===== src/pmmu_pkg.sv =====
// pmmu_pkg: shared types, codes and address constants of the paged memory map unit.
// No dependencies; imported by pmmu_decode and paged_memory_map_unit_top.
`default_nettype none

package pmmu_pkg;

  localparam int PAGE_COUNT_DEF  = 8;
  localparam int FRAME_COUNT_DEF = 64;
  localparam int PAGE_BYTES_DEF  = 8192;
  localparam int STACK_DEPTH_DEF = 4;

  localparam logic [1:0] OP_READ  = 2'd0;
  localparam logic [1:0] OP_WRITE = 2'd1;
  localparam logic [1:0] OP_LOAD  = 2'd2;
  localparam logic [1:0] OP_PUSH  = 2'd3;

  localparam logic [3:0] T_RAM      = 4'd0;
  localparam logic [3:0] T_ROM      = 4'd1;
  localparam logic [3:0] T_KBD      = 4'd2;
  localparam logic [3:0] T_USB_RD   = 4'd3;
  localparam logic [3:0] T_PTE      = 4'd4;
  localparam logic [3:0] T_UART     = 4'd5;
  localparam logic [3:0] T_USB_WR   = 4'd6;
  localparam logic [3:0] T_USB_CMD  = 4'd7;
  localparam logic [3:0] T_INTERNAL = 4'd8;
  localparam logic [3:0] T_NONE     = 4'd9;

  localparam logic [2:0] E_NONE    = 3'd0;
  localparam logic [2:0] E_INVALID = 3'd1;
  localparam logic [2:0] E_ROMWR   = 3'd2;
  localparam logic [2:0] E_UNKNOWN = 3'd3;
  localparam logic [2:0] E_OVER    = 3'd4;
  localparam logic [2:0] E_UNDER   = 3'd5;

  localparam logic [15:0] A_TOP      = 16'hff00;
  localparam logic [15:0] A_IO       = 16'hfe00;
  localparam logic [15:0] A_UROM     = 16'h8000;
  localparam logic [15:0] A_ROM_MASK = 16'h7fff;
  localparam logic [15:0] A_PTE      = 16'hfe70;
  localparam logic [15:0] A_USER     = 16'hfe60;
  localparam logic [15:0] A_POP      = 16'hfe80;
  localparam logic [15:0] A_ROM_OFF  = 16'hfe50;
  localparam logic [15:0] A_ROM_ON   = 16'hfe51;
  localparam logic [15:0] A_KBD      = 16'hfe10;
  localparam logic [15:0] A_USB_RD   = 16'hfe30;
  localparam logic [15:0] A_UART     = 16'hfe20;
  localparam logic [15:0] A_USB_WR   = 16'hfe40;
  localparam logic [15:0] A_USB_CMD  = 16'hfe41;

  localparam logic [7:0] PTE_INVALID = 8'h80;

  typedef struct packed {
    logic [3:0]  target;
    logic [18:0] phys;
    logic [7:0]  rd;
    logic [7:0]  dout;
    logic [2:0]  err;
    logic        io_vis;
    logic        rom_vis;
  } result_t;

endpackage

`default_nettype wire


===== src/pmmu_decode.sv =====
// pmmu_decode: combinational address decode, translation and next-state for one beat.
// Depends on pmmu_pkg.
`default_nettype none

module pmmu_decode #(
  parameter int PAGE_COUNT  = pmmu_pkg::PAGE_COUNT_DEF,
  parameter int FRAME_COUNT = pmmu_pkg::FRAME_COUNT_DEF,
  parameter int PAGE_BYTES  = pmmu_pkg::PAGE_BYTES_DEF,
  parameter int STACK_DEPTH = pmmu_pkg::STACK_DEPTH_DEF
) (
  input  logic [1:0]                       op,
  input  logic [15:0]                      addr,
  input  logic [7:0]                       data,
  input  logic [$clog2(STACK_DEPTH)-1:0]   level,
  input  logic [STACK_DEPTH-1:0]           io_stk,
  input  logic [STACK_DEPTH-1:0]           rom_stk,
  input  logic [7:0]                       pte [PAGE_COUNT],
  output pmmu_pkg::result_t                res,
  output logic [$clog2(STACK_DEPTH)-1:0]   level_next,
  output logic [STACK_DEPTH-1:0]           io_next,
  output logic [STACK_DEPTH-1:0]           rom_next,
  output logic [7:0]                       pte_next [PAGE_COUNT]
);
  import pmmu_pkg::*;

  localparam int LW     = $clog2(STACK_DEPTH);
  localparam int PIW    = $clog2(PAGE_COUNT);
  localparam int FIW    = $clog2(FRAME_COUNT);
  localparam int OFW    = $clog2(PAGE_BYTES);
  localparam int PG_NUM = 65536 / PAGE_BYTES;

  logic [PIW-1:0] page_tab  [PG_NUM];
  logic [FIW-1:0] frame_tab [256];

  for (genvar g = 0; g < PG_NUM; g++) begin : g_page_tab
    assign page_tab[g] = PIW'(g % PAGE_COUNT);
  end

  for (genvar g = 0; g < 256; g++) begin : g_frame_tab
    assign frame_tab[g] = FIW'(g % FRAME_COUNT);
  end

  logic [15:0]        pte_diff;
  logic               pte_hit;
  logic [PIW-1:0]     pte_idx;
  logic [PIW-1:0]     sel_idx;
  logic [7:0]         entry;
  logic [FIW+OFW-1:0] ram_full;
  logic [18:0]        ram_phys;
  logic [18:0]        rom_phys;
  logic               io_cur;
  logic               rom_cur;
  logic [LW-1:0]      lv_up;
  logic [LW-1:0]      lv_dn;

  assign pte_diff = addr - A_PTE;
  assign pte_hit  = (addr >= A_PTE) && (pte_diff < 16'(PAGE_COUNT));
  assign pte_idx  = pte_diff[PIW-1:0];
  assign io_cur   = io_stk[level];
  assign rom_cur  = rom_stk[level];
  // one table read port: window index on I/O hits, page index otherwise
  assign sel_idx  = (pte_hit && io_cur) ? pte_idx : page_tab[addr[15:OFW]];
  assign entry    = pte[sel_idx];
  assign ram_full = {frame_tab[entry], addr[OFW-1:0]};
  assign ram_phys = 19'(ram_full);
  assign rom_phys = 19'(addr & A_ROM_MASK);
  assign lv_up    = LW'(level + 1'b1);
  assign lv_dn    = LW'(level - 1'b1);

  always_comb begin
    res        = '0;
    res.target = T_NONE;
    res.err    = E_NONE;
    level_next = level;
    io_next    = io_stk;
    rom_next   = rom_stk;
    pte_next   = pte;
    case (op)
      OP_PUSH: begin
        if (level == LW'(STACK_DEPTH - 1)) begin
          res.err = E_OVER;
        end else begin
          level_next      = lv_up;
          io_next[lv_up]  = 1'b1;
          rom_next[lv_up] = 1'b0;
          res.target      = T_INTERNAL;
        end
      end
      OP_LOAD: begin
        res.dout = data;
        if (addr >= A_UROM) begin
          res.target = T_ROM;
          res.phys   = rom_phys;
        end else begin
          res.target = T_RAM;
          res.phys   = ram_phys;
        end
      end
      default: begin
        if (addr >= A_TOP) begin
          if (op == OP_READ) begin
            res.target = T_ROM;
            res.phys   = rom_phys;
          end else begin
            res.err = E_ROMWR;
          end
        end else if (io_cur && addr >= A_IO) begin
          if (op == OP_READ) begin
            if (addr == A_KBD) begin
              res.target = T_KBD;
            end else if (addr == A_USB_RD) begin
              res.target = T_USB_RD;
            end else if (pte_hit) begin
              res.target = T_PTE;
              res.rd     = entry;
            end else begin
              res.err = E_UNKNOWN;
            end
          end else begin
            res.target = T_INTERNAL;
            if (addr == A_UART) begin
              res.target = T_UART;
              res.dout   = data;
            end else if (addr == A_USB_WR) begin
              res.target = T_USB_WR;
              res.dout   = data;
            end else if (addr == A_USB_CMD) begin
              res.target = T_USB_CMD;
              res.dout   = data;
            end else if (addr == A_ROM_OFF) begin
              rom_next[level] = 1'b0;
            end else if (addr == A_ROM_ON) begin
              rom_next[level] = 1'b1;
            end else if (addr == A_USER) begin
              level_next  = '0;
              io_next[0]  = 1'b0;
              rom_next[0] = 1'b0;
            end else if (pte_hit) begin
              pte_next[pte_idx] = data;
            end else if (addr == A_POP) begin
              if (level == '0) begin
                res.target = T_NONE;
                res.err    = E_UNDER;
              end else begin
                level_next = lv_dn;
              end
            end else begin
              res.target = T_NONE;
              res.err    = E_UNKNOWN;
            end
          end
        end else if (rom_cur && addr >= A_UROM) begin
          if (op == OP_READ) begin
            res.target = T_ROM;
            res.phys   = rom_phys;
          end else begin
            res.err = E_ROMWR;
          end
        end else begin
          res.target = T_RAM;
          res.phys   = ram_phys;
          if (op == OP_WRITE) begin
            res.dout = data;
          end
          if ((entry & PTE_INVALID) != 8'd0) begin
            res.err = E_INVALID;
          end
        end
      end
    endcase
    res.io_vis  = io_next[level_next];
    res.rom_vis = rom_next[level_next];
  end

endmodule

`default_nettype wire


===== src/paged_memory_map_unit_top.sv =====
// Paged memory map unit: takes one bus beat per cycle and returns its result beat in the
// cycle after acceptance; throughput is one beat per clock while the output is drained.
// Translation, page-table and stack updates are done in a single decode stage
// (pmmu_decode) in front of the result register. Depends on pmmu_pkg, pmmu_decode.
`default_nettype none

module paged_memory_map_unit_top #(
  parameter int PAGE_COUNT  = pmmu_pkg::PAGE_COUNT_DEF,
  parameter int FRAME_COUNT = pmmu_pkg::FRAME_COUNT_DEF,
  parameter int PAGE_BYTES  = pmmu_pkg::PAGE_BYTES_DEF,
  parameter int STACK_DEPTH = pmmu_pkg::STACK_DEPTH_DEF
) (
  input  logic        clk,
  input  logic        rst,
  input  logic        in_valid,
  output logic        in_ready,
  input  logic [1:0]  operation,
  input  logic [15:0] address,
  input  logic [7:0]  write_byte,
  output logic        out_valid,
  input  logic        out_ready,
  output logic [3:0]  target,
  output logic [18:0] physical_address,
  output logic [7:0]  read_byte,
  output logic [7:0]  data_out,
  output logic [2:0]  error_code,
  output logic        io_visible,
  output logic        rom_visible
);
  import pmmu_pkg::*;

  localparam int LW = $clog2(STACK_DEPTH);

  logic [7:0]             pte       [PAGE_COUNT];
  logic [7:0]             pte_next  [PAGE_COUNT];
  logic [LW-1:0]          level;
  logic [LW-1:0]          level_next;
  logic [STACK_DEPTH-1:0] io_stk;
  logic [STACK_DEPTH-1:0] io_next;
  logic [STACK_DEPTH-1:0] rom_stk;
  logic [STACK_DEPTH-1:0] rom_next;
  result_t                res_next;
  result_t                res;
  logic                   in_fire;

  assign in_ready = !out_valid || out_ready;
  assign in_fire  = in_valid && in_ready;

  pmmu_decode #(
    .PAGE_COUNT  (PAGE_COUNT),
    .FRAME_COUNT (FRAME_COUNT),
    .PAGE_BYTES  (PAGE_BYTES),
    .STACK_DEPTH (STACK_DEPTH)
  ) u_decode (
    .op         (operation),
    .addr       (address),
    .data       (write_byte),
    .level      (level),
    .io_stk     (io_stk),
    .rom_stk    (rom_stk),
    .pte        (pte),
    .res        (res_next),
    .level_next (level_next),
    .io_next    (io_next),
    .rom_next   (rom_next),
    .pte_next   (pte_next)
  );

  always_ff @(posedge clk) begin
    if (rst) begin
      out_valid <= 1'b0;
      level     <= '0;
      io_stk    <= STACK_DEPTH'(1);
      rom_stk   <= '0;
      for (int i = 0; i < PAGE_COUNT; i++) begin
        pte[i] <= 8'(i);
      end
    end else begin
      if (in_fire) begin
        out_valid <= 1'b1;
        level     <= level_next;
        io_stk    <= io_next;
        rom_stk   <= rom_next;
        pte       <= pte_next;
      end else if (out_ready) begin
        out_valid <= 1'b0;
      end
    end
  end

  always_ff @(posedge clk) begin
    if (in_fire) begin
      res <= res_next;
    end
  end

  assign target           = res.target;
  assign physical_address = res.phys;
  assign read_byte        = res.rd;
  assign data_out         = res.dout;
  assign error_code       = res.err;
  assign io_visible       = res.io_vis;
  assign rom_visible      = res.rom_vis;

  a_level_range: assert property (@(posedge clk) disable iff (rst)
    32'(level) < STACK_DEPTH)
    else $error("stack level out of range");

  a_fire_valid: assert property (@(posedge clk) disable iff (rst)
    in_fire |=> out_valid)
    else $error("accepted beat produced no result");

  a_err_none: assert property (@(posedge clk) disable iff (rst)
    out_valid && (error_code == E_OVER || error_code == E_UNDER ||
                  error_code == E_ROMWR || error_code == E_UNKNOWN)
    |-> target == T_NONE)
    else $error("faulting beat has a target");

  a_err_hold: assert property (@(posedge clk) disable iff (rst)
    in_fire && (res_next.err == E_OVER || res_next.err == E_UNDER ||
                res_next.err == E_ROMWR || res_next.err == E_UNKNOWN)
    |=> $stable(level) && $stable(io_stk) && $stable(rom_stk))
    else $error("faulting beat changed the stack");

  a_push_level: assert property (@(posedge clk) disable iff (rst)
    in_fire && operation == OP_PUSH && res_next.err == E_NONE
    |=> level == LW'($past(level) + 1'b1) && io_visible && !rom_visible)
    else $error("interrupt entry did not raise the level");

endmodule

`default_nettype wire


===== config.mk =====
export PLATFORM = sky130hd
export DESIGN_NAME = paged_memory_map_unit_top
export DESIGN_NICKNAME = d
export VERILOG_FILES = /design/src/pmmu_pkg.sv /design/src/pmmu_decode.sv /design/src/paged_memory_map_unit_top.sv
export SDC_FILE = /design/constraint.sdc
export NUM_CORES = 1
export LEC_CHECK = 0
export ABC_AREA = 0
export BUFFER_PORTS_ARGS = -buffer_cell sky130_fd_sc_hd__buf_4
export CORE_MARGIN = 5
export CORE_UTILIZATION = 58
export DETAILED_ROUTE_END_ITERATION = 10
export PLACE_DENSITY = 0.88
export SYNTH_ARGS = -nofsm -noshare
export SYNTH_HDL_FRONTEND = slang
export SYNTH_SLANG_ARGS = --single-unit

===== constraint.sdc =====
create_clock -name clk -period 3.6 [get_ports clk]
set_clock_uncertainty 0.15 [all_clocks]
set_input_delay 0.36 -clock clk [delete_from_list [all_inputs] [get_ports clk]]
set_output_delay 0.36 -clock clk [all_outputs]
set_load 0.03 [all_outputs]

==> results of run 1 <==
==> power by group <==
part | internal (W) | switching (W) | leakage, nW
sequential | 0.00144 | 0.0000109 | 1.04
combinational | 0.000137 | 0.000235 | 1.66
clock | 0.00106 | 0.000616 | 0.294
==> flip-flops by register name, summed over array words and instances, names as in the netlist <==
register,count
data_out,8
out_valid,1
pte,64
io_stk,4
physical_address,19
rom_visible,1
read_byte,8
io_visible,1
error_code,3
rom_stk,4
level,2
target,4
==> final cells by class <==
class                   instances  area, um^2
multi-input cells             432        3010
fillers                       711        2830
flip-flops and latches        119        2820
repair buffers                104         828
clock buffers                  24         513
well taps                     136         170
clock inverters                 8        78.8
inverters                       6        22.5
==> cell families (layout without fill, tap and decap cells) <==
logic type	Yosys count	in the layout	synth area share
adder cells (fa/ha/maj)	1	1	0.00164
multiplexers	104	104	0.178
buffers and inverters	55	142	0.0455
flip-flops	119	119	0.462
AO/OA/AOI/OAI	89	89	0.102
AND/OR/NAND/NOR	238	238	0.210
==> path summary, 6_finish.rpt <==
| path | start | slack [ns] | depth (start not counted) | to |
|---|---|---|---|---|
| max reg2reg | level[0] | 0.66 | 8 | physical_address[14] |
| max | address[12] | 0.44 | 9 | io_visible |
| min | address[3] | 0.02 | 2 | physical_address[3] |
| min reg2reg | pte[63] | 0.31 | 2 | pte[63] |
==> repair_timing <==
item,CTS,global route
hold buffers,14,0
gates resized for setup,0,0
endpoints found under the hold margin,26,0
==> per-layer routing <==
metal | routed length, um | up-vias | share of wire
met5 | 0 | - | 0
met4 | 311 | 0 | 0.019
met3 | 1410 | 37 | 0.088
met2 | 7880 | 254 | 0.49
met1 | 6510 | 2420 | 0.40
li1 | - | 2334 | -
==> critical path, delay by kind of cell <==
family | cells | cell delay (ns)
buffers and inverters | 2 | 0.65
multiplexers | 1 | 0.38
AO/OA/AOI/OAI | 2 | 0.40
AND/OR/NAND/NOR | 4 | 1.50
==> cells in the mapped netlist (all sizes together) (12+ instances only) <==
master  instances  area [um^2]
and2           25          156
nand2          51          194
dfxtp          75         1500
buf            20          146
nor2b          14         87.6
mux2i          83          831
clkbuf         29          109
mux2           19          214
nor2           75          282
a21oi          35          175
edfxtp         44         1320
nand3          12         70.1
==> metrics by stage <==
stage	std cells	hold WS, ns
global route	829	0.0154
global placement	783	0.287
detailed placement	783	0.296
finish	829	0.0159
CTS	829	0.00480
floorplan	606	0.278
==> impl_metrics.tcl, run 1 <==
set metrics [dict create \
    htreeDepth 4 \
    dieArea_mm2 0.0127 \
    synth_edf_count 44 \
    portBuffers 75 \
    via_per_inst 6.09 \
    finalSetupViolCount 0 \
    arrival_ns 3.29 \
    die_w_um 113 \
    dr.pass1.iters 5 \
    grt_pass1_vias 5036 \
    startpoint_type "input pin" \
    layout_commonest_cell "buf_4" \
    status "completed" \
    cts-root-buf "clkbuf_8" \
    final_core_utilization 0.724 \
    dp_slack_ns 0.482 \
    rows 37 \
    wl_per_cell_um 19.4 \
    synth_ff_type "dfxtp_1" \
    grt_overflow_total 0 \
    wl_mm 16.1 \
    min_path_type "input pin to flop" \
    worst-endpoint-required_ns 3.73 \
    dr.first_iter.drc_count 499 \
    cts_setup_buffers 0 \
    worst_slack_ns 0.438 \
    grt_use_met3 0.0668 \
    hold_violations 0 \
    antenna_found_initial 0 \
    cts_tree "yes" \
    grt-busiest-layer "met2" \
    nNetsFinal 710 \
    fp.dieH_um 113 \
    cpMaxStageDelayCell "dlygate4sd3_1" \
    postLayoutCellArea_mm2 0.00745 \
    cts_buffer_depth 2 \
    ys.warnings.count 0 \
    seq_area_frac_synth 0.462 \
    drive_above_1_share 0.235 \
    initial_core_util 0.594 \
    critPathMaxFanout 9 \
    syn_nets 636 \
    path_cells "dlygate4sd3_1, buf_4, and4_1, nand4_1, nor4b_1, a31oi_1, nor3_2, mux2_2, o22a_1" \
    ir_worst_vdd_mv 0.286 \
    max_slew_margin 0.504 \
    fmax_mhz 316 \
    maxCapViolations 0 \
    min_period_over_period 0.878 \
    gr-usage-all-layers 0.260 \
    worstMarginPinSlew_ns 0.744 \
    p_leak_nw 3.00 \
    synthCells 606 \
    ant_nets 0 \
    ys_seq_elements 119 \
    synth.avg_cell_area_um2 10.1 \
    critPathCaptureType "flop" \
    synth_cell_type_count 65 \
    drc_errors 0 \
    use_met1 0.326 \
    coreArea_mm2 0.0103 \
    rsz0062_at_grt "no" \
    crit_type "input pin to flop" \
    grt_use_met2 0.436 \
    fin_setup_tns_ns 0 \
    place_area_mm2 0.00671 \
    numCtsBuffers 17 \
    netlist_area_mm2 0.00611 \
    dp_hpwl_mm 10.5 \
    cts.clk_slew.worst_paths_ns 0.06 \
    clk-insertion-delay-late_ns 0.53 \
    syn2layout_area_growth_pct 21.9 \
    async_reset_ff_frac 0 \
    fin_crit_ns 3.16 \
    finalWeightedCongestion 0.955 \
    powerDensity_mw_per_mm2 469 \
    slew_violations 0 \
    fin_total_pwr_w 0.00349 \
    antenna_cells 0 \
    ioPinCount 76 \
    final_cell_mix "buf_4, mux2i_1, nor2_1, dfxtp_1, nand2_1" \
    routed-via-count 5045 \
    grt_max_degree 76 \
    crit_path_max_incr_delay_ns 0.53 \
    grt_pass1_wl_mm 26.2 \
    cts_sinks 119 \
]
Note: power is estimated with default switching activity, not from simulation.
==> inputs of run 2 (changes only) <==
--- a/config.mk
+++ b/config.mk
@@ -8,9 +8,10 @@
 export ABC_AREA = 0
 export BUFFER_PORTS_ARGS = -buffer_cell sky130_fd_sc_hd__buf_4
 export CORE_MARGIN = 5
-export CORE_UTILIZATION = 58
+export CORE_UTILIZATION = 40
 export DETAILED_ROUTE_END_ITERATION = 10
-export PLACE_DENSITY = 0.88
+export PLACE_DENSITY = 0.67
+export SLEW_MARGIN = 10
 export SYNTH_ARGS = -nofsm -noshare
 export SYNTH_HDL_FRONTEND = slang
 export SYNTH_SLANG_ARGS = --single-unit
==> run 2 against run 1 <==
Die area rose by 41%. Cell count is 4.5% higher. Sequential share of layout area is 0.43 points higher. Critical path depth is 1 lower. Clock-buffer cell count shrank 4. Clock power is essentially flat. Largest cell class unchanged.
==> impl_metrics.tcl, run 2 (synthesis results as in run 1) <==
set metrics [dict create \
    cts_setup_buffers 0 \
    hold_buffers 0 \
    dr.first_iter.drc_count 587 \
    largest_register_ff_count 64 \
    dp_hpwl_mm 10.7 \
    dp_slack_ns 0.453 \
    powerDensity_mw_per_mm2 472 \
    drive_above_1_share 0.240 \
    die_w_um 134 \
    rrSetupSlack_ns 0.64 \
    nNetsFinal 695 \
    combPwrFrac 0.103 \
    cpMaxStageDelayCell "dfxtp_1" \
    dr.pass1.iters 5 \
    cts_sinks 119 \
    rsz0062_at_grt "no" \
    fin_setup_tns_ns 0 \
    final_core_utilization 0.488 \
    final_cell_mix "buf_4, mux2i_1, nor2_1, dfxtp_1, nand2_1" \
    cp.depth 8 \
    grt_pass1_vias 4750 \
    via_per_inst 5.66 \
    antenna_found_initial 0 \
    worst_slack_ns 0.643 \
    routed-via-count 4905 \
    numCtsBuffers 17 \
    worst-endpoint-required_ns 3.61 \
    fmax_mhz 338 \
    htreeDepth 4 \
    critPathBufInv 1 \
    gr-usage-all-layers 0.175 \
    hold_violations 0 \
    cts-root-buf "clkbuf_16" \
    critPathMaxFanout 29 \
    ir_worst_vdd_mv 0.348 \
    maxCapViolations 0 \
    r2r_end "error_code[0]" \
    critPathCaptureType "flop" \
    finalWeightedCongestion 0.874 \
    status "completed" \
    rows 45 \
    portBuffers 75 \
    min_period_over_period 0.821 \
    max_slew_margin 0.491 \
    path_cells "mux4_2, nand3_2, o31ai_4, buf_12, mux2i_1, mux2i_1, mux2_2, a21o_1" \
    slew_violations 0 \
    p_sw_frac 0.252 \
    initial_core_util 0.405 \
    power_frac_seq 0.416 \
    crit_type "flop to flop" \
    grt_overflow_total 0 \
    dp.cells 834 \
    p_clk_frac 0.481 \
    worstMarginPinSlew_ns 0.764 \
    switchingPower_w 0.000874 \
    r2r-start "level[1]" \
    drc_errors 0 \
    cts_tree "yes" \
    crit_path_max_incr_delay_ns 0.57 \
    critical_path.endpoint "error_code[0]" \
    ff2ff_path_depth 8 \
    wl_per_cell_um 17.9 \
    layout_commonest_cell "buf_4" \
    ioPinCount 76 \
    cts.clk_slew.worst_paths_ns 0.06 \
    fin_crit_ns 2.96 \
    finalSetupViolCount 0 \
    largest_register "pte" \
    post_cts_resized 0 \
    fp.dieH_um 134 \
    arrival_ns 2.97 \
    grt_pass1_wl_mm 25.1 \
    syn2layout_area_growth_pct 20.5 \
    cpMostUsedCell "mux2i_1" \
    grt_max_degree 76 \
    p_leak_nw 2.93 \
    wl_mm 15.5 \
    ant_nets 0 \
    layout.cells.non_filler 866 \
    cp-startpoint "level[1]" \
    intPower_w 0.00260 \
    cpLargestDelayFamily "multiplexers" \
    coreArea_mm2 0.0151 \
    cts_buffer_depth 2 \
    clk-insertion-delay-late_ns 0.41 \
    dieArea_mm2 0.0178 \
    startpoint_type "flop" \
    antenna_cells 0 \
    num-fill-cells 1365 \
    min_path_type "input pin to flop" \
]
run 2: changes by cell type in the layout (fill, tap and decap cells not counted), moves of 2 or more:
cell           change
clkinv_4           +5
inv_4              -2
clkinv_2           +2
clkbuf_8           -4
dlygate4sd3_1     -14
run 2: final cells by class:
type	count	area [um^2]	area share
clock buffers	20	479	0.0651
clock inverters	12	113	0.0153
inverters	6	22.5	0.00306
multi-input cells	432	3010	0.409
flip-flops and latches	119	2820	0.383
well taps	188	235	0.0319
repair buffers	89	681	0.0924
run 2: metrics by stage:
stage | hold WS [ns] | instance area, um^2 | total power, W
2_1_floorplan | 0.278 | 6110 | 0.00171
3_3_place_gp | 0.290 | 6770 | 0.00183
3_5_place_dp | 0.295 | 6770 | 0.00183
4_1_cts | 0.0309 | 7360 | 0.00350
5_1_grt | 0.0441 | 7360 | 0.00358
6_report | 0.0431 | 7360 | 0.00348
run 2: worst min path at each step:
stage	cells past startpoint	to	slack [ns]	from
2_1_floorplan	2	pte[14]	0.28	pte[14]
3_3_place_gp	2	pte[11]	0.29	pte[11]
3_5_place_dp	2	pte[11]	0.29	pte[11]
4_1_cts	3	out_valid	0.03	in_valid
5_1_grt	3	out_valid	0.04	in_valid
6_report	3	out_valid	0.04	in_valid
run 2: metal layers:
layer,track usage,routed length (um),up-vias
met2,0.265,7060,212
met3,0.0415,1260,25
met5,0,0,-
li1,-,-,2300
met1,0.241,6870,2368
met4,0.0731,297,0
run 2: worst min-delay path: stages:
cell and delay, ns:
buf_4 0.08, inv_1 0.03, a21oi_1 0.10
run 2: power groups by stage:
stage	Combinational (W)	Sequential, W	Clock (W)
2_1_floorplan	0.000168	0.00154	0
3_3_place_gp	0.000354	0.00147	0
3_5_place_dp	0.000357	0.00147	0
4_1_cts	0.000358	0.00145	0.00169
5_1_grt	0.000383	0.00145	0.00175
6_report	0.000359	0.00145	0.00167
